File: src/rtl/ppg_pkg.sv
`default_nettype none

package ppg_pkg;

  // Fixed field widths
  localparam int unsigned WORD_W  = 32;
  localparam int unsigned REG_W   = 5;
  localparam int unsigned INDEX_W = 5;
  localparam int unsigned USE_W   = 6;   // permutation use counters wrap at 64

  // Default program shape
  localparam int unsigned NUM_REGS_DEF  = 32;
  localparam int unsigned CACHE_OPS_DEF = 11;
  localparam int unsigned MATH_OPS_DEF  = 18;
  localparam int unsigned DAG_LOADS_DEF = 4;

  // Shared divider: quotient bits retired per cycle
  localparam int unsigned DIV_BITS  = 4;
  localparam int unsigned DIV_ITERS = WORD_W / DIV_BITS;

  // Seed hash and KISS99 constants
  localparam logic [WORD_W-1:0] FNV_BASIS  = 32'h811C_9DC5;
  localparam logic [WORD_W-1:0] FNV_PRIME  = 32'h0100_0193;
  localparam logic [WORD_W-1:0] KISS_Z_MUL = 32'd36969;
  localparam logic [WORD_W-1:0] KISS_W_MUL = 32'd18000;
  localparam logic [WORD_W-1:0] KISS_C_MUL = 32'd69069;
  localparam logic [WORD_W-1:0] KISS_C_ADD = 32'd1234567;

  typedef enum logic [1:0] {
    OP_CACHE = 2'd0,
    OP_MATH  = 2'd1,
    OP_DAG   = 2'd2
  } op_kind_e;

endpackage

`default_nettype wire

File: src/rtl/progpow_program_generator_core.sv
// One period is worked on at a time.
// Throughput is set by the shared 32-bit multiplier (used for each KISS99 draw) and the
//   shared divider (used for each modulo). A waiting result does not stall generation
//   until the next result is ready. Reset clears the sequencer and the output valid.
`default_nettype none

module progpow_program_generator_core #(
  parameter int unsigned NUM_REGS  = ppg_pkg::NUM_REGS_DEF,
  parameter int unsigned CACHE_OPS = ppg_pkg::CACHE_OPS_DEF,
  parameter int unsigned MATH_OPS  = ppg_pkg::MATH_OPS_DEF,
  parameter int unsigned DAG_LOADS = ppg_pkg::DAG_LOADS_DEF
) (
  input  wire logic                              clk_i,
  input  wire logic                              rst_ni,
  // input channel
  input  wire logic                              in_valid_i,
  output logic                                   in_ready_o,
  input  wire logic [63:0]                       period_number_i,
  // output channel
  output logic                                   out_valid_o,
  input  wire logic                              out_ready_i,
  output logic      [1:0]                        op_kind_o,
  output logic      [ppg_pkg::INDEX_W-1:0]       op_index_o,
  output logic      [ppg_pkg::REG_W-1:0]         source_a_o,
  output logic      [ppg_pkg::REG_W-1:0]         source_b_o,
  output logic      [ppg_pkg::REG_W-1:0]         dest_reg_o,
  output logic      [ppg_pkg::WORD_W-1:0]        select_a_o,
  output logic      [ppg_pkg::WORD_W-1:0]        select_b_o,
  output logic                                   last_op_o
);

  localparam int unsigned RW    = $clog2(NUM_REGS);
  localparam int unsigned NW    = $clog2(NUM_REGS + 1);
  localparam int unsigned MOD   = NUM_REGS * (NUM_REGS - 1);
  localparam int unsigned DW    = $clog2(MOD + 1);
  localparam int unsigned STEPS = (CACHE_OPS > MATH_OPS) ? CACHE_OPS : MATH_OPS;
  localparam int unsigned SW    = $clog2(STEPS + 1);
  localparam int unsigned GW    = $clog2(DAG_LOADS + 1);
  localparam int unsigned WW    = ppg_pkg::WORD_W;
  localparam int unsigned UW    = ppg_pkg::USE_W;

  typedef enum logic [4:0] {
    S_IDLE,
    S_SEED,
    S_INIT,
    S_DRAW,
    S_SH_DIV,
    S_SH_WAIT,
    S_SW_RD,
    S_SW_W1,
    S_SW_W2,
    S_OP_TOP,
    S_C_RD,
    S_C_SEL,
    S_M_DIV1,
    S_M_WAIT1,
    S_M_DIV2,
    S_M_WAIT2,
    S_M_SEL1,
    S_M_SEL2,
    S_G_TOP,
    S_G_SEL
  } state_e;

  state_e state_q, ret_q;

  // Sequencer state
  logic [1:0]    dstep_q;
  logic [1:0]    seed_cnt_q;
  logic [63:0]   period_q;
  logic [RW-1:0] init_k_q;
  logic [NW-1:0] n_q;
  logic          ph_src_q;
  logic [RW-1:0] j_q;
  logic [SW-1:0] i_q;
  logic          m_q;
  logic [GW-1:0] g_q;
  logic [DW-1:0] r_q;
  logic [RW-1:0] s1_q, s2_q;

  // KISS99 state
  logic [WW-1:0] z_q, w_q, jsr_q, jcong_q, mwc_q, rnd_q, sela_q;

  // Permutation use counters: raw 6-bit count and its residue modulo NUM_REGS
  logic [RW-1:0] didx_q, sidx_q, didx_nx, sidx_nx;
  logic [UW-1:0] dcnt_q, scnt_q;

  // Output register
  logic                      out_valid_q;
  ppg_pkg::op_kind_e         kind_q;
  logic [ppg_pkg::INDEX_W-1:0] index_q;
  logic [ppg_pkg::REG_W-1:0] src_a_q, src_b_q, dst_q;
  logic [WW-1:0]             sel_a_q, sel_b_q;
  logic                      last_q;

  // ---------------------------------------------------------------------------
  // Shared multiplier: FNV mixes during seeding, KISS99 MWC and congruential
  // updates during draws.
  // ---------------------------------------------------------------------------
  logic [WW-1:0] mul_x, mul_y, mul_c, mul_p, seed_h, seed_d;

  always_comb begin
    case (seed_cnt_q)
      2'd0:    seed_h = ppg_pkg::FNV_BASIS;
      2'd1:    seed_h = z_q;
      2'd2:    seed_h = w_q;
      default: seed_h = jsr_q;
    endcase
    seed_d = seed_cnt_q[0] ? period_q[63:32] : period_q[31:0];
  end

  always_comb begin
    mul_x = '0;
    mul_y = '0;
    mul_c = '0;
    case (state_q)
      S_SEED: begin
        mul_x = seed_h ^ seed_d;
        mul_y = ppg_pkg::FNV_PRIME;
      end
      S_DRAW: begin
        case (dstep_q)
          2'd0: begin
            mul_x = {16'd0, z_q[15:0]};
            mul_y = ppg_pkg::KISS_Z_MUL;
            mul_c = {16'd0, z_q[31:16]};
          end
          2'd1: begin
            mul_x = {16'd0, w_q[15:0]};
            mul_y = ppg_pkg::KISS_W_MUL;
            mul_c = {16'd0, w_q[31:16]};
          end
          2'd2: begin
            mul_x = jcong_q;
            mul_y = ppg_pkg::KISS_C_MUL;
            mul_c = ppg_pkg::KISS_C_ADD;
          end
          default: ;
        endcase
      end
      default: ;
    endcase
  end

  assign mul_p = mul_x * mul_y + mul_c;

  // xorshift step of the KISS99 shift register
  logic [WW-1:0] jsr_x1, jsr_x2, jsr_nx;
  assign jsr_x1 = jsr_q ^ (jsr_q << 17);
  assign jsr_x2 = jsr_x1 ^ (jsr_x1 >> 13);
  assign jsr_nx = jsr_x2 ^ (jsr_x2 << 5);

  // ---------------------------------------------------------------------------
  // Shared divider: shuffle bound, math source pair, and its split by NUM_REGS.
  // ---------------------------------------------------------------------------
  logic          div_start, div_done;
  logic [WW-1:0] div_dividend, div_quot;
  logic [DW-1:0] div_divisor, div_rem;

  always_comb begin
    div_start    = 1'b0;
    div_dividend = rnd_q;
    div_divisor  = DW'(n_q);
    case (state_q)
      S_SH_DIV: div_start = 1'b1;
      S_M_DIV1: begin
        div_start   = 1'b1;
        div_divisor = DW'(MOD);
      end
      S_M_DIV2: begin
        div_start    = 1'b1;
        div_dividend = WW'(r_q);
        div_divisor  = DW'(NUM_REGS);
      end
      default: ;
    endcase
  end

  ppg_div #(
    .DW(DW)
  ) u_div (
    .clk_i      (clk_i),
    .rst_ni     (rst_ni),
    .start_i    (div_start),
    .dividend_i (div_dividend),
    .divisor_i  (div_divisor),
    .done_o     (div_done),
    .quot_o     (div_quot),
    .rem_o      (div_rem)
  );

  // Second math source skips over the first one
  logic [RW-1:0] src_t, src_s1, src_s2;
  assign src_t  = div_quot[RW-1:0];
  assign src_s1 = div_rem[RW-1:0];
  assign src_s2 = (src_t >= src_s1) ? RW'(src_t + 1'b1) : src_t;

  // ---------------------------------------------------------------------------
  // Permutation stores
  // ---------------------------------------------------------------------------
  logic [RW-1:0] nm1;
  logic [RW-1:0] pw_addr, pw_data;
  logic          d_we, s_we, d_re, s_re;
  logic [RW-1:0] d_raddr, s_raddr;
  logic [RW-1:0] d_rd_a, d_rd_b, s_rd_a, s_rd_b;

  assign nm1 = RW'(n_q - NW'(1));

  always_comb begin
    pw_addr = init_k_q;
    pw_data = init_k_q;
    d_we    = 1'b0;
    s_we    = 1'b0;
    case (state_q)
      S_INIT: begin
        d_we = 1'b1;
        s_we = 1'b1;
      end
      S_SW_W1: begin
        pw_addr = nm1;
        pw_data = ph_src_q ? s_rd_b : d_rd_b;
        d_we    = !ph_src_q;
        s_we    = ph_src_q;
      end
      S_SW_W2: begin
        pw_addr = j_q;
        pw_data = ph_src_q ? s_rd_a : d_rd_a;
        d_we    = !ph_src_q;
        s_we    = ph_src_q;
      end
      default: ;
    endcase
  end

  assign d_raddr = (state_q == S_SW_RD) ? nm1 : didx_q;
  assign s_raddr = (state_q == S_SW_RD) ? nm1 : sidx_q;
  assign d_re    = ((state_q == S_SW_RD) && !ph_src_q) || (state_q == S_C_RD) ||
                   (state_q == S_M_SEL1) || (state_q == S_G_TOP);
  assign s_re    = ((state_q == S_SW_RD) && ph_src_q) || (state_q == S_C_RD);

  ppg_perm #(
    .NUM_REGS(NUM_REGS)
  ) u_dest_perm (
    .clk_i     (clk_i),
    .we_i      (d_we),
    .waddr_i   (pw_addr),
    .wdata_i   (pw_data),
    .re_i      (d_re),
    .raddr_a_i (d_raddr),
    .raddr_b_i (j_q),
    .rdata_a_o (d_rd_a),
    .rdata_b_o (d_rd_b)
  );

  ppg_perm #(
    .NUM_REGS(NUM_REGS)
  ) u_src_perm (
    .clk_i     (clk_i),
    .we_i      (s_we),
    .waddr_i   (pw_addr),
    .wdata_i   (pw_data),
    .re_i      (s_re),
    .raddr_a_i (s_raddr),
    .raddr_b_i (j_q),
    .rdata_a_o (s_rd_a),
    .rdata_b_o (s_rd_b)
  );

  // Residue tracks the 6-bit count modulo NUM_REGS, including its wrap at 64
  assign didx_nx = ((dcnt_q == '1) || (didx_q == RW'(NUM_REGS - 1))) ? '0 : didx_q + 1'b1;
  assign sidx_nx = ((scnt_q == '1) || (sidx_q == RW'(NUM_REGS - 1))) ? '0 : sidx_q + 1'b1;

  // Output slot is free when empty or being drained this cycle
  logic slot_free;
  assign slot_free = !out_valid_q || out_ready_i;

  // A result state loads the output register whenever the slot is free
  logic out_load;
  assign out_load = slot_free &&
                    ((state_q == S_C_SEL) || (state_q == S_M_SEL2) || (state_q == S_G_SEL));

  // ---------------------------------------------------------------------------
  // Sequencer
  // ---------------------------------------------------------------------------
  always_ff @(posedge clk_i or negedge rst_ni) begin
    if (!rst_ni) begin
      state_q     <= S_IDLE;
      ret_q       <= S_IDLE;
      dstep_q     <= '0;
      seed_cnt_q  <= '0;
      period_q    <= '0;
      init_k_q    <= '0;
      n_q         <= '0;
      ph_src_q    <= 1'b0;
      j_q         <= '0;
      i_q         <= '0;
      m_q         <= 1'b0;
      g_q         <= '0;
      r_q         <= '0;
      s1_q        <= '0;
      s2_q        <= '0;
      z_q         <= '0;
      w_q         <= '0;
      jsr_q       <= '0;
      jcong_q     <= '0;
      mwc_q       <= '0;
      rnd_q       <= '0;
      sela_q      <= '0;
      didx_q      <= '0;
      sidx_q      <= '0;
      dcnt_q      <= '0;
      scnt_q      <= '0;
      out_valid_q <= 1'b0;
      kind_q      <= ppg_pkg::OP_CACHE;
      index_q     <= '0;
      src_a_q     <= '0;
      src_b_q     <= '0;
      dst_q       <= '0;
      sel_a_q     <= '0;
      sel_b_q     <= '0;
      last_q      <= 1'b0;
    end else begin
      // load a new result, or drop the current one once transferred
      if (out_load) begin
        out_valid_q <= 1'b1;
      end else if (out_valid_q && out_ready_i) begin
        out_valid_q <= 1'b0;
      end

      case (state_q)
        S_IDLE: begin
          if (in_valid_i) begin
            period_q   <= period_number_i;
            seed_cnt_q <= '0;
            state_q    <= S_SEED;
          end
        end

        // chain four FNV-1a mixes into z, w, jsr, jcong
        S_SEED: begin
          seed_cnt_q <= seed_cnt_q + 1'b1;
          case (seed_cnt_q)
            2'd0: z_q   <= mul_p;
            2'd1: w_q   <= mul_p;
            2'd2: jsr_q <= mul_p;
            default: begin
              jcong_q  <= mul_p;
              init_k_q <= '0;
              state_q  <= S_INIT;
            end
          endcase
        end

        // write identity into both permutations, one entry a cycle
        S_INIT: begin
          if (init_k_q == RW'(NUM_REGS - 1)) begin
            n_q      <= NW'(NUM_REGS);
            ph_src_q <= 1'b0;
            didx_q   <= '0;
            sidx_q   <= '0;
            dcnt_q   <= '0;
            scnt_q   <= '0;
            i_q      <= '0;
            m_q      <= 1'b0;
            g_q      <= '0;
            dstep_q  <= '0;
            ret_q    <= S_SH_DIV;
            state_q  <= S_DRAW;
          end else begin
            init_k_q <= init_k_q + 1'b1;
          end
        end

        // one KISS99 draw: z, then w, then jcong, jsr and mwc, then the result; then return to the caller
        S_DRAW: begin
          dstep_q <= dstep_q + 1'b1;
          case (dstep_q)
            2'd0: z_q <= mul_p;
            2'd1: w_q <= mul_p;
            2'd2: begin
              jcong_q <= mul_p;
              jsr_q   <= jsr_nx;
              mwc_q   <= (z_q << 16) + w_q;
            end
            default: begin
              rnd_q   <= (mwc_q ^ jcong_q) + jsr_q;
              state_q <= ret_q;
            end
          endcase
        end

        // Fisher-Yates: j = draw mod n, swap entries n-1 and j
        S_SH_DIV:  state_q <= S_SH_WAIT;
        S_SH_WAIT: begin
          if (div_done) begin
            j_q     <= div_rem[RW-1:0];
            state_q <= S_SW_RD;
          end
        end
        S_SW_RD: state_q <= S_SW_W1;
        S_SW_W1: state_q <= S_SW_W2;
        S_SW_W2: begin
          if (!ph_src_q) begin
            ph_src_q <= 1'b1;
            ret_q    <= S_SH_DIV;
            state_q  <= S_DRAW;
          end else begin
            ph_src_q <= 1'b0;
            if (n_q == NW'(2)) begin
              state_q <= S_OP_TOP;
            end else begin
              n_q     <= n_q - NW'(1);
              ret_q   <= S_SH_DIV;
              state_q <= S_DRAW;
            end
          end
        end

        // step i: cache op first, then math op
        S_OP_TOP: begin
          if (i_q == SW'(STEPS)) begin
            state_q <= S_G_TOP;
          end else if (!m_q) begin
            if (i_q < SW'(CACHE_OPS)) begin
              state_q <= S_C_RD;
            end else begin
              m_q <= 1'b1;
            end
          end else begin
            if (i_q < SW'(MATH_OPS)) begin
              ret_q   <= S_M_DIV1;
              state_q <= S_DRAW;
            end else begin
              m_q <= 1'b0;
              i_q <= i_q + 1'b1;
            end
          end
        end

        S_C_RD: begin
          sidx_q  <= sidx_nx;
          scnt_q  <= scnt_q + 1'b1;
          didx_q  <= didx_nx;
          dcnt_q  <= dcnt_q + 1'b1;
          ret_q   <= S_C_SEL;
          state_q <= S_DRAW;
        end
        S_C_SEL: begin
          if (slot_free) begin
            kind_q      <= ppg_pkg::OP_CACHE;
            index_q     <= ppg_pkg::INDEX_W'(i_q);
            src_a_q     <= ppg_pkg::REG_W'(s_rd_a);
            src_b_q     <= '0;
            dst_q       <= ppg_pkg::REG_W'(d_rd_a);
            sel_a_q     <= rnd_q;
            sel_b_q     <= '0;
            last_q      <= 1'b0;
            m_q         <= 1'b1;
            state_q     <= S_OP_TOP;
          end
        end

        // math sources: r = draw mod N(N-1), then split r by N
        S_M_DIV1:  state_q <= S_M_WAIT1;
        S_M_WAIT1: begin
          if (div_done) begin
            r_q     <= div_rem;
            state_q <= S_M_DIV2;
          end
        end
        S_M_DIV2:  state_q <= S_M_WAIT2;
        S_M_WAIT2: begin
          if (div_done) begin
            s1_q    <= src_s1;
            s2_q    <= src_s2;
            ret_q   <= S_M_SEL1;
            state_q <= S_DRAW;
          end
        end
        S_M_SEL1: begin
          sela_q  <= rnd_q;
          didx_q  <= didx_nx;
          dcnt_q  <= dcnt_q + 1'b1;
          ret_q   <= S_M_SEL2;
          state_q <= S_DRAW;
        end
        S_M_SEL2: begin
          if (slot_free) begin
            kind_q      <= ppg_pkg::OP_MATH;
            index_q     <= ppg_pkg::INDEX_W'(i_q);
            src_a_q     <= ppg_pkg::REG_W'(s1_q);
            src_b_q     <= ppg_pkg::REG_W'(s2_q);
            dst_q       <= ppg_pkg::REG_W'(d_rd_a);
            sel_a_q     <= sela_q;
            sel_b_q     <= rnd_q;
            last_q      <= 1'b0;
            m_q         <= 1'b0;
            i_q         <= i_q + 1'b1;
            state_q     <= S_OP_TOP;
          end
        end

        // DAG merges: the first one always targets register 0
        S_G_TOP: begin
          if (g_q != '0) begin
            didx_q <= didx_nx;
            dcnt_q <= dcnt_q + 1'b1;
          end
          ret_q   <= S_G_SEL;
          state_q <= S_DRAW;
        end
        S_G_SEL: begin
          if (slot_free) begin
            kind_q      <= ppg_pkg::OP_DAG;
            index_q     <= ppg_pkg::INDEX_W'(g_q);
            src_a_q     <= '0;
            src_b_q     <= '0;
            dst_q       <= (g_q == '0) ? '0 : ppg_pkg::REG_W'(d_rd_a);
            sel_a_q     <= rnd_q;
            sel_b_q     <= '0;
            last_q      <= (g_q == GW'(DAG_LOADS - 1));
            if (g_q == GW'(DAG_LOADS - 1)) begin
              state_q <= S_IDLE;
            end else begin
              g_q     <= g_q + 1'b1;
              state_q <= S_G_TOP;
            end
          end
        end

        default: state_q <= S_IDLE;
      endcase
    end
  end

  assign in_ready_o  = (state_q == S_IDLE);
  assign out_valid_o = out_valid_q;
  assign op_kind_o   = kind_q;
  assign op_index_o  = index_q;
  assign source_a_o  = src_a_q;
  assign source_b_o  = src_b_q;
  assign dest_reg_o  = dst_q;
  assign select_a_o  = sel_a_q;
  assign select_b_o  = sel_b_q;
  assign last_op_o   = last_q;

endmodule

`default_nettype wire

File: src/rtl/ppg_div.sv
`default_nettype none

// Iterative restoring divider, DIV_BITS quotient bits per cycle.
module ppg_div #(
  parameter int unsigned DW = 10
) (
  input  wire logic                          clk_i,
  input  wire logic                          rst_ni,
  input  wire logic                          start_i,
  input  wire logic [ppg_pkg::WORD_W-1:0]    dividend_i,
  input  wire logic [DW-1:0]                 divisor_i,
  output logic                               done_o,
  output logic      [ppg_pkg::WORD_W-1:0]    quot_o,
  output logic      [DW-1:0]                 rem_o
);

  localparam int unsigned CW = (ppg_pkg::DIV_ITERS > 1) ? $clog2(ppg_pkg::DIV_ITERS) : 1;

  logic [ppg_pkg::WORD_W-1:0] acc_q, acc_d;
  logic [DW-1:0]              rem_q, rem_d;
  logic [DW-1:0]              div_q;
  logic [CW-1:0]              cnt_q;
  logic                       run_q;
  logic                       done_q;

  always_comb begin
    logic [DW:0] trial;
    rem_d = rem_q;
    acc_d = acc_q;
    for (int k = 0; k < int'(ppg_pkg::DIV_BITS); k++) begin
      trial = {rem_d, acc_d[ppg_pkg::WORD_W-1]};
      acc_d = {acc_d[ppg_pkg::WORD_W-2:0], 1'b0};
      if (trial >= {1'b0, div_q}) begin
        trial    = trial - {1'b0, div_q};
        acc_d[0] = 1'b1;
      end
      rem_d = trial[DW-1:0];
    end
  end

  always_ff @(posedge clk_i or negedge rst_ni) begin
    if (!rst_ni) begin
      acc_q  <= '0;
      rem_q  <= '0;
      div_q  <= '0;
      cnt_q  <= '0;
      run_q  <= 1'b0;
      done_q <= 1'b0;
    end else begin
      done_q <= !start_i && run_q && (cnt_q == CW'(ppg_pkg::DIV_ITERS - 1));
      if (start_i) begin
        acc_q <= dividend_i;
        rem_q <= '0;
        div_q <= divisor_i;
        cnt_q <= '0;
        run_q <= 1'b1;
      end else if (run_q) begin
        acc_q <= acc_d;
        rem_q <= rem_d;
        cnt_q <= cnt_q + CW'(1);
        if (cnt_q == CW'(ppg_pkg::DIV_ITERS - 1)) begin
          run_q <= 1'b0;
        end
      end
    end
  end

  assign done_o = done_q;
  assign quot_o = acc_q;
  assign rem_o  = rem_q;

endmodule

`default_nettype wire

File: src/rtl/ppg_perm.sv
`default_nettype none

// Register permutation store: one write port, two registered read ports.
module ppg_perm #(
  parameter int unsigned NUM_REGS = ppg_pkg::NUM_REGS_DEF
) (
  input  wire logic                         clk_i,
  input  wire logic                         we_i,
  input  wire logic [$clog2(NUM_REGS)-1:0]  waddr_i,
  input  wire logic [$clog2(NUM_REGS)-1:0]  wdata_i,
  input  wire logic                         re_i,
  input  wire logic [$clog2(NUM_REGS)-1:0]  raddr_a_i,
  input  wire logic [$clog2(NUM_REGS)-1:0]  raddr_b_i,
  output logic      [$clog2(NUM_REGS)-1:0]  rdata_a_o,
  output logic      [$clog2(NUM_REGS)-1:0]  rdata_b_o
);

  localparam int unsigned RW = $clog2(NUM_REGS);

  logic [RW-1:0] mem_q [NUM_REGS];
  logic [RW-1:0] rd_a_q;
  logic [RW-1:0] rd_b_q;

  always_ff @(posedge clk_i) begin
    if (we_i) begin
      mem_q[waddr_i] <= wdata_i;
    end
  end

  always_ff @(posedge clk_i) begin
    if (re_i) begin
      rd_a_q <= mem_q[raddr_a_i];
      rd_b_q <= mem_q[raddr_b_i];
    end
  end

  assign rdata_a_o = rd_a_q;
  assign rdata_b_o = rd_b_q;

endmodule

`default_nettype wire

File: config.mk
export PLATFORM = sky130hd
export DESIGN_NAME = progpow_program_generator_core
export DESIGN_NICKNAME = d
export VERILOG_FILES = /design/src/rtl/ppg_pkg.sv /design/src/rtl/progpow_program_generator_core.sv /design/src/rtl/ppg_div.sv /design/src/rtl/ppg_perm.sv
export SDC_FILE = /design/constraint.sdc
export NUM_CORES = 2
export LEC_CHECK = 0
export ABC_AREA = 1
export BUFFER_PORTS_ARGS = -buffer_cell sky130_fd_sc_hd__buf_2
export CAP_MARGIN = 25
export CORE_MARGIN = 8
export CORE_UTILIZATION = 35
export CTS_CLUSTER_DIAMETER = 150
export CTS_CLUSTER_SIZE = 16
export DETAILED_ROUTE_END_ITERATION = 12
export PLACE_DENSITY = 0.51
export SYNTH_ARGS = -nofsm -noshare
export SYNTH_HDL_FRONTEND = slang
export SYNTH_HIERARCHICAL = 1
export SYNTH_SLANG_ARGS = --single-unit
File: constraint.sdc
create_clock -name clk_i -period 8.9 [get_ports clk_i]
set_clock_uncertainty 0.1 [all_clocks]
set_input_delay 0.89 -clock clk_i [delete_from_list [all_inputs] [get_ports clk_i]]
set_output_delay 0.89 -clock clk_i [all_outputs]
set_load 0.03 [all_outputs]
Word-level counts from Yosys, hierarchy flattened. Memories as Yosys holds them, arrays and structs flattened. A register that Yosys moved wholly into a read port is not among the register bits. Index checks and enable logic that the tools add are counted.

Input bits: 68. Memory bits (writable): 320. Memories: 2. Register bits: 515. Output and inout port bits: 89.

Bitwise logic cells: 6. Reductions and logical operators: 72. Magnitude comparators: 7. $add $sub $neg: 19. Multiply operators: 1. Multiplexer cells: 144. Eq/ne operators: 62.

Memory list: u_dest_perm.mem_q (words 32, width 5, rd ports 2, clocked after Yosys merged registers in 2, write ports 1, line ppg_perm.sv:20) `logic [RW-1:0] mem_q [NUM_REGS];`; u_src_perm.mem_q (words 32, width 5, rd ports 2, clocked after Yosys merged registers in 2, write ports 1, line ppg_perm.sv:20).

Operator list (count): 32-bit 2-to-1 mux (15); 32-bit one-hot mux with 2 select lines (7); 5-bit 2-to-1 mux (45); 32-bit one-hot mux with 3 select lines (2); 32-bit XOR (4); 32-bit adder (3); 5-bit one-hot mux with 17 select lines (1); 5-bit one-hot mux with 2 select lines (7); 21-bit one-hot mux with 3 select lines (1); 10-bit 2-to-1 mux (6); 17-bit one-hot mux with 3 select lines (1); 25-bit one-hot mux with 2 select lines (1); 5-bit one-hot mux with 3 select lines (3); 11-bit by 10-bit >= comparator with 1-bit output (4); 2-bit != test (second input constant) (21); 5-bit by 4-bit == test with 1-bit output (second input constant) (8); 5-bit == test (second input constant) (8); 10-bit subtractor (4); 5-bit one-hot mux with 7 select lines (1); 32-bit by 32-bit multiplier with 32-bit output (1); 32-bit by 19-bit XOR with 32-bit output (1); 6-bit 2-to-1 mux (5); 5-bit by 1-bit adder with 5-bit output (second input constant) (5); 6-bit one-hot mux with 2 select lines (2); 51 further kinds (155).

Logic depth before layout (Yosys ltp).
Depth in word-level cells: 10. Depth in mapped cells: 49. Depth with buffers taken out: 46.

Cells and area by module. Netlist, hierarchy kept.

By module, submodules not included: progpow_program_generator_core (times used 1, area each 37432.2 um^2, sequential area each 11461.0 um^2, cells each 4563); ppg_perm (u_dest_perm) (times used 1, area each 8699.6 um^2, sequential area each 5104.9 um^2, cells each 981); ppg_perm (u_src_perm) (times used 1, area each 8692.1 um^2, sequential area each 5104.9 um^2, cells each 981); ppg_div (times used 1, area each 4949.7 um^2, sequential area each 1426.4 um^2, cells each 703).

Worst setup path after synthesis. Ideal clock, no wire load.

Kind: flip-flop to flip-flop. Start: reg seed_cnt_q[0]. End: reg jsr_q[29]. Data required time: 8683 ps. Stages on the path, launching flop included: 41. Arrival time: 8008 ps. Slack: 676 ps. Period minus slack after synthesis: 8224 ps. Setup time: 117 ps. Cells stage by stage: dfrtp_1 buf_2 inv_1 buf_4 ha_1 buf_2 buf_2 clkinv_1 clkbuf_1 o211ai_1 o21ai_0 o21ai_0 a21oi_1 nor2_1 nor2_1 fa_1 inv_1 fa_1 [5 not listed] inv_1 fa_1 inv_1 ha_1 nand2_1 nor3_1 nand3_1 nand3_1 a21boi_0 o21bai_1 a21oi_1 o21ai_0 nand2_1 nand2_1 xor2_1 nand2_1 nand2_1 nand2_1.

Word-level cells in the longest chain between the ends: 8. Elaborated cells on any way between the ends: 13. Those cells by class: add/sub (1); mul (1); eq/ne (3); mux (5); bitwise (1); reduce/logical (2).

Ends and longest elaborated chain: start: declaration (line progpow_program_generator_core.sv:69) `logic [1:0] seed_cnt_q;`; start signal: assignment (line progpow_program_generator_core.sv:341) `seed_cnt_q <= seed_cnt_q + 1'b1;`; 2-bit == test (tied with other cells) (line progpow_program_generator_core.sv:103, progpow_program_generator_core.sv:342); 32-bit one-hot mux with 3 select lines (line progpow_program_generator_core.sv:103) `case (seed_cnt_q)`; 32-bit XOR (line progpow_program_generator_core.sv:118) `mul_x = seed_h ^ seed_d;`; 32-bit one-hot mux with 2 select lines (line progpow_program_generator_core.sv:116) `case (state_q)`; 32-bit by 32-bit multiplier with 32-bit output (line progpow_program_generator_core.sv:145) `assign mul_p = mul_x * mul_y + mul_c;`; 32-bit adder (line progpow_program_generator_core.sv:145); 32-bit 2-to-1 mux (line progpow_program_generator_core.sv:342) `case (seed_cnt_q)`; 32-bit one-hot mux with 2 select lines (line progpow_program_generator_core.sv:330) `case (state_q)`; end signal: assignment (line progpow_program_generator_core.sv:345) `2'd2: jsr_q <= mul_p;`; end signal: assignment (line progpow_program_generator_core.sv:382) `jsr_q <= jsr_nx;`; end: declaration (line progpow_program_generator_core.sv:82) `logic [WW-1:0] z_q, w_q, jsr_q, jcong_q, mwc_q, rnd_q, sela_q;`.

Parallel ways exist; a longest one is shown, timed or not. The select of a mux whose other input is x is not followed. A chain may end at the register's enable or synchronous reset.

Final worst setup path.
Start: reg seed_cnt_q[0]. End: reg jcong_q[31].

Word-level cells in the longest chain between the ends: 8. Elaborated cells on any way between the ends: 15. Those cells by class: add/sub (1); mul (1); eq/ne (3); mux (6); bitwise (1); reduce/logical (3).

Ends and longest elaborated chain: 2-bit == test (tied with other cells) (line progpow_program_generator_core.sv:103, progpow_program_generator_core.sv:342); 32-bit one-hot mux with 3 select lines (line progpow_program_generator_core.sv:103); 32-bit XOR (line progpow_program_generator_core.sv:118); 32-bit one-hot mux with 2 select lines (line progpow_program_generator_core.sv:116); 32-bit by 32-bit multiplier with 32-bit output (line progpow_program_generator_core.sv:145); 32-bit adder (line progpow_program_generator_core.sv:145); 32-bit 2-to-1 mux, on equally long branches (line progpow_program_generator_core.sv:377, progpow_program_generator_core.sv:342); 32-bit one-hot mux with 2 select lines (line progpow_program_generator_core.sv:330); end signal: assignment (line progpow_program_generator_core.sv:347) `jcong_q <= mul_p;`; end signal: assignment (line progpow_program_generator_core.sv:381) `jcong_q <= mul_p;`; end: declaration (line progpow_program_generator_core.sv:82).

Parallel ways exist; a longest one is shown, timed or not. The select of a mux whose other input is x is not followed.

==> results_dict.tcl <==
set metrics [dict create \
    synth-async-reset-ratio 0.602 \
    syn-instance-count 7228 \
    gr-total-overflow 0 \
    tightest_slew_ns 1.11 \
    synth.cell_area_sq_mm 0.0598 \
    vias 50100 \
    cp.arrival_ns 9.04 \
    dp_hpwl_um 159000 \
    fin_util 0.385 \
    antenna_left 0 \
    clock-sinks 855 \
    nFillCells 17400 \
    fmax_mhz 117 \
    first_pass_iters 6 \
    wl_per_cell_um 22.2 \
    reg.largest.list "u_dest_perm/mem_q (160), u_src_perm/mem_q (160), period_q (64)" \
    worstSkewPairLatency_ns 0.74 \
    synth_ff_type "dfrtp_1" \
    tritoncts "done" \
    die_width_um 429 \
    hold_viol 0 \
    clk_pin_slew_ns 0.08 \
    critical_path_class "reg -> reg" \
    die_h_um 429 \
    tns_ns 0 \
    critPathMaxFanout 8 \
    drtIter0Drc 5179 \
    max_slew_margin 0.263 \
    critPathRequiredTime_ns 9.39 \
    fin_crit_ns 8.55 \
    grtUsageTotal 0.224 \
    initial_core_util 0.353 \
    antenna_found_initial 3 \
    drc 0 \
    cts.htree.levels 2 \
    cp-end-kind "flip-flop" \
    yosys_warnings 6 \
    ctsHoldBuffers 0 \
    first_global_vias 48800 \
    setup_viol 0 \
    fin_crit_sh 0.961 \
    wirelength_um 213000 \
    crit_path_max_incr_delay_ns 0.55 \
    cts_made_buffers 61 \
    maxCapViolCount 0 \
    cts_max_path_buffers 3 \
    port_buffers 156 \
    viasPerCell 5.22 \
    final_max_slew_viol_count 0 \
    avgSynthCellArea_sq_um 8.27 \
    synth_top_area_cell "dfrtp_1" \
    synth_area_leaders "dfrtp_1, edfxtp_1, nand2_1" \
    io-pin-count 157 \
    hold_class "in -> async" \
    ys_types 71 \
    clock-root-buffer "clkbuf_16" \
    nets 8009 \
    synthesis.nets 7883 \
    area.growth.synth_to_final_pct 9.17 \
    start_kind "flip-flop" \
    synth_edf_count 340 \
    yosysTopAreaCellShare 0.216 \
    core.rowCount 151 \
    crit_path_top_delay_cell "fa_1" \
    die_area_sq_mm 0.184 \
    grt_pass1_wl_um 320000 \
    grt_start_max_net_pins 163 \
    ys_seq_area_frac 0.386 \
    core_area_sq_mm 0.169 \
    synth-seq-cells 855 \
    drive_gt1_frac 0.0861 \
    post_cts_buffers 0 \
    gp_congestion 0.971 \
    status "complete, no violations" \
]
## routing by layer
metal	track usage	vias to the layer above	routed length, um
li1	-	23500	-
met2	0.366	1771	99000
met5	0	-	0
met3	0.0300	266	14400
met4	0.0643	0	6860
met1	0.310	24600	92600
## path summary, 6_finish.rpt
kind / depth (start not counted) / slack (ns) / to / startpoint
worst max register to register: 36 / 0.35 / jcong_q[31] / seed_cnt_q[0]
max in group asynchronous: 3 / 6.46 / period_q[10] / rst_ni
min in group clk_i: 2 / 0.28 / period_q[15] / period_number_i[15]
worst max-delay path: 36 / 0.35 / jcong_q[31] / seed_cnt_q[0]
worst min-delay path: 1 / 0.15 / select_a_o[14] / rst_ni
worst min register to register: 2 / 0.37 / ret_q[0] / ret_q[0]
## timing repair
action	CTS	global route
gates resized for setup	1	26
gates cloned	0	0
endpoints found under the setup margin	1	26
## cell type report
| type | count | area, sq um | share of cell area |
|---|---|---|---|
| sequential | 855 | 23100 | 0.354 |
| timing repair buffer | 355 | 2390 | 0.0367 |
| clock buffer | 86 | 1630 | 0.0250 |
| tap | 2218 | 2780 | 0.0425 |
| clock inverter | 7 | 126 | 0.00194 |
| antenna | 1 | 2.50 | 0.0000383 |
| inverter | 1031 | 3890 | 0.0597 |
| multi-input combinational | 5050 | 31300 | 0.480 |
## cells in the final DEF, fill, tap and decap left out, types with 37 or more instances in the layout
master / synthesis / layout
buf_2: 55 / 155
clkbuf_16: 0 / 61
a21oi_1: 230 / 225
edfxtp_1: 340 / 340
mux2_2: 70 / 70
buf_4: 39 / 191
nand2_1: 2002 / 1998
ha_1: 260 / 259
o21ai_0: 375 / 361
fa_1: 327 / 327
dfrtp_1: 515 / 512
or2_2: 37 / 37
nand3_1: 718 / 717
inv_1: 1000 / 999
xor2_1: 125 / 125
nor2_1: 471 / 458
xnor2_1: 45 / 45
o211ai_1: 37 / 37
o31ai_1: 42 / 42
## kinds of logic (layout without fill, tap and decap cells)
family	after synthesis	count (layout)	share of synthesized area
adder cells (fa/ha/maj)	587	587	0.164
buffers and inverters	1323	1479	0.0925
multiplexers	87	87	0.0160
other	0	1	0
XOR/XNOR	170	170	0.0249
flip-flops	855	855	0.386
AND/OR/NAND/NOR	3353	3353	0.234
AO/OA/AOI/OAI	853	853	0.0826
## synthesized netlist by cell type, drive strengths merged, types with 70 or more instances
master and n:
nand3 725, inv 1020, nand2 2019, a21oi 231, fa 327, edfxtp 340, mux2 70, nor2 486
xor2 125, clkbuf 144, ha 260, dfrtp 515, buf 148, o21ai 380
## worst max-delay path: cells and delay by family (launching register included)
family | cells | cell delay [ns]
DFF | 1 | 0.45
AOI/OAI and AO/OA | 10 | 2.20
and+or+nand+nor | 8 | 0.97
buffers and inverters | 9 | 0.90
adders and majority gates | 9 | 3.80
## through the flow
step	setup WS [ns]	std cells	hold WS, ns	cell area [sq um]
2_1_floorplan	0.676	7228	0.342	59800
3_3_place_gp	0.176	9506	0.361	63400
3_5_place_dp	0.00776	9507	0.359	63400
4_1_cts	0.0434	9600	0.145	65200
5_1_grt	-0.00921	9602	0.199	65300
6_report	0.345	9603	0.151	65300
Power is left out: the tool's default activity adds up to more than one toggle a clock period on the data nets, which glitch-free logic cannot reach.
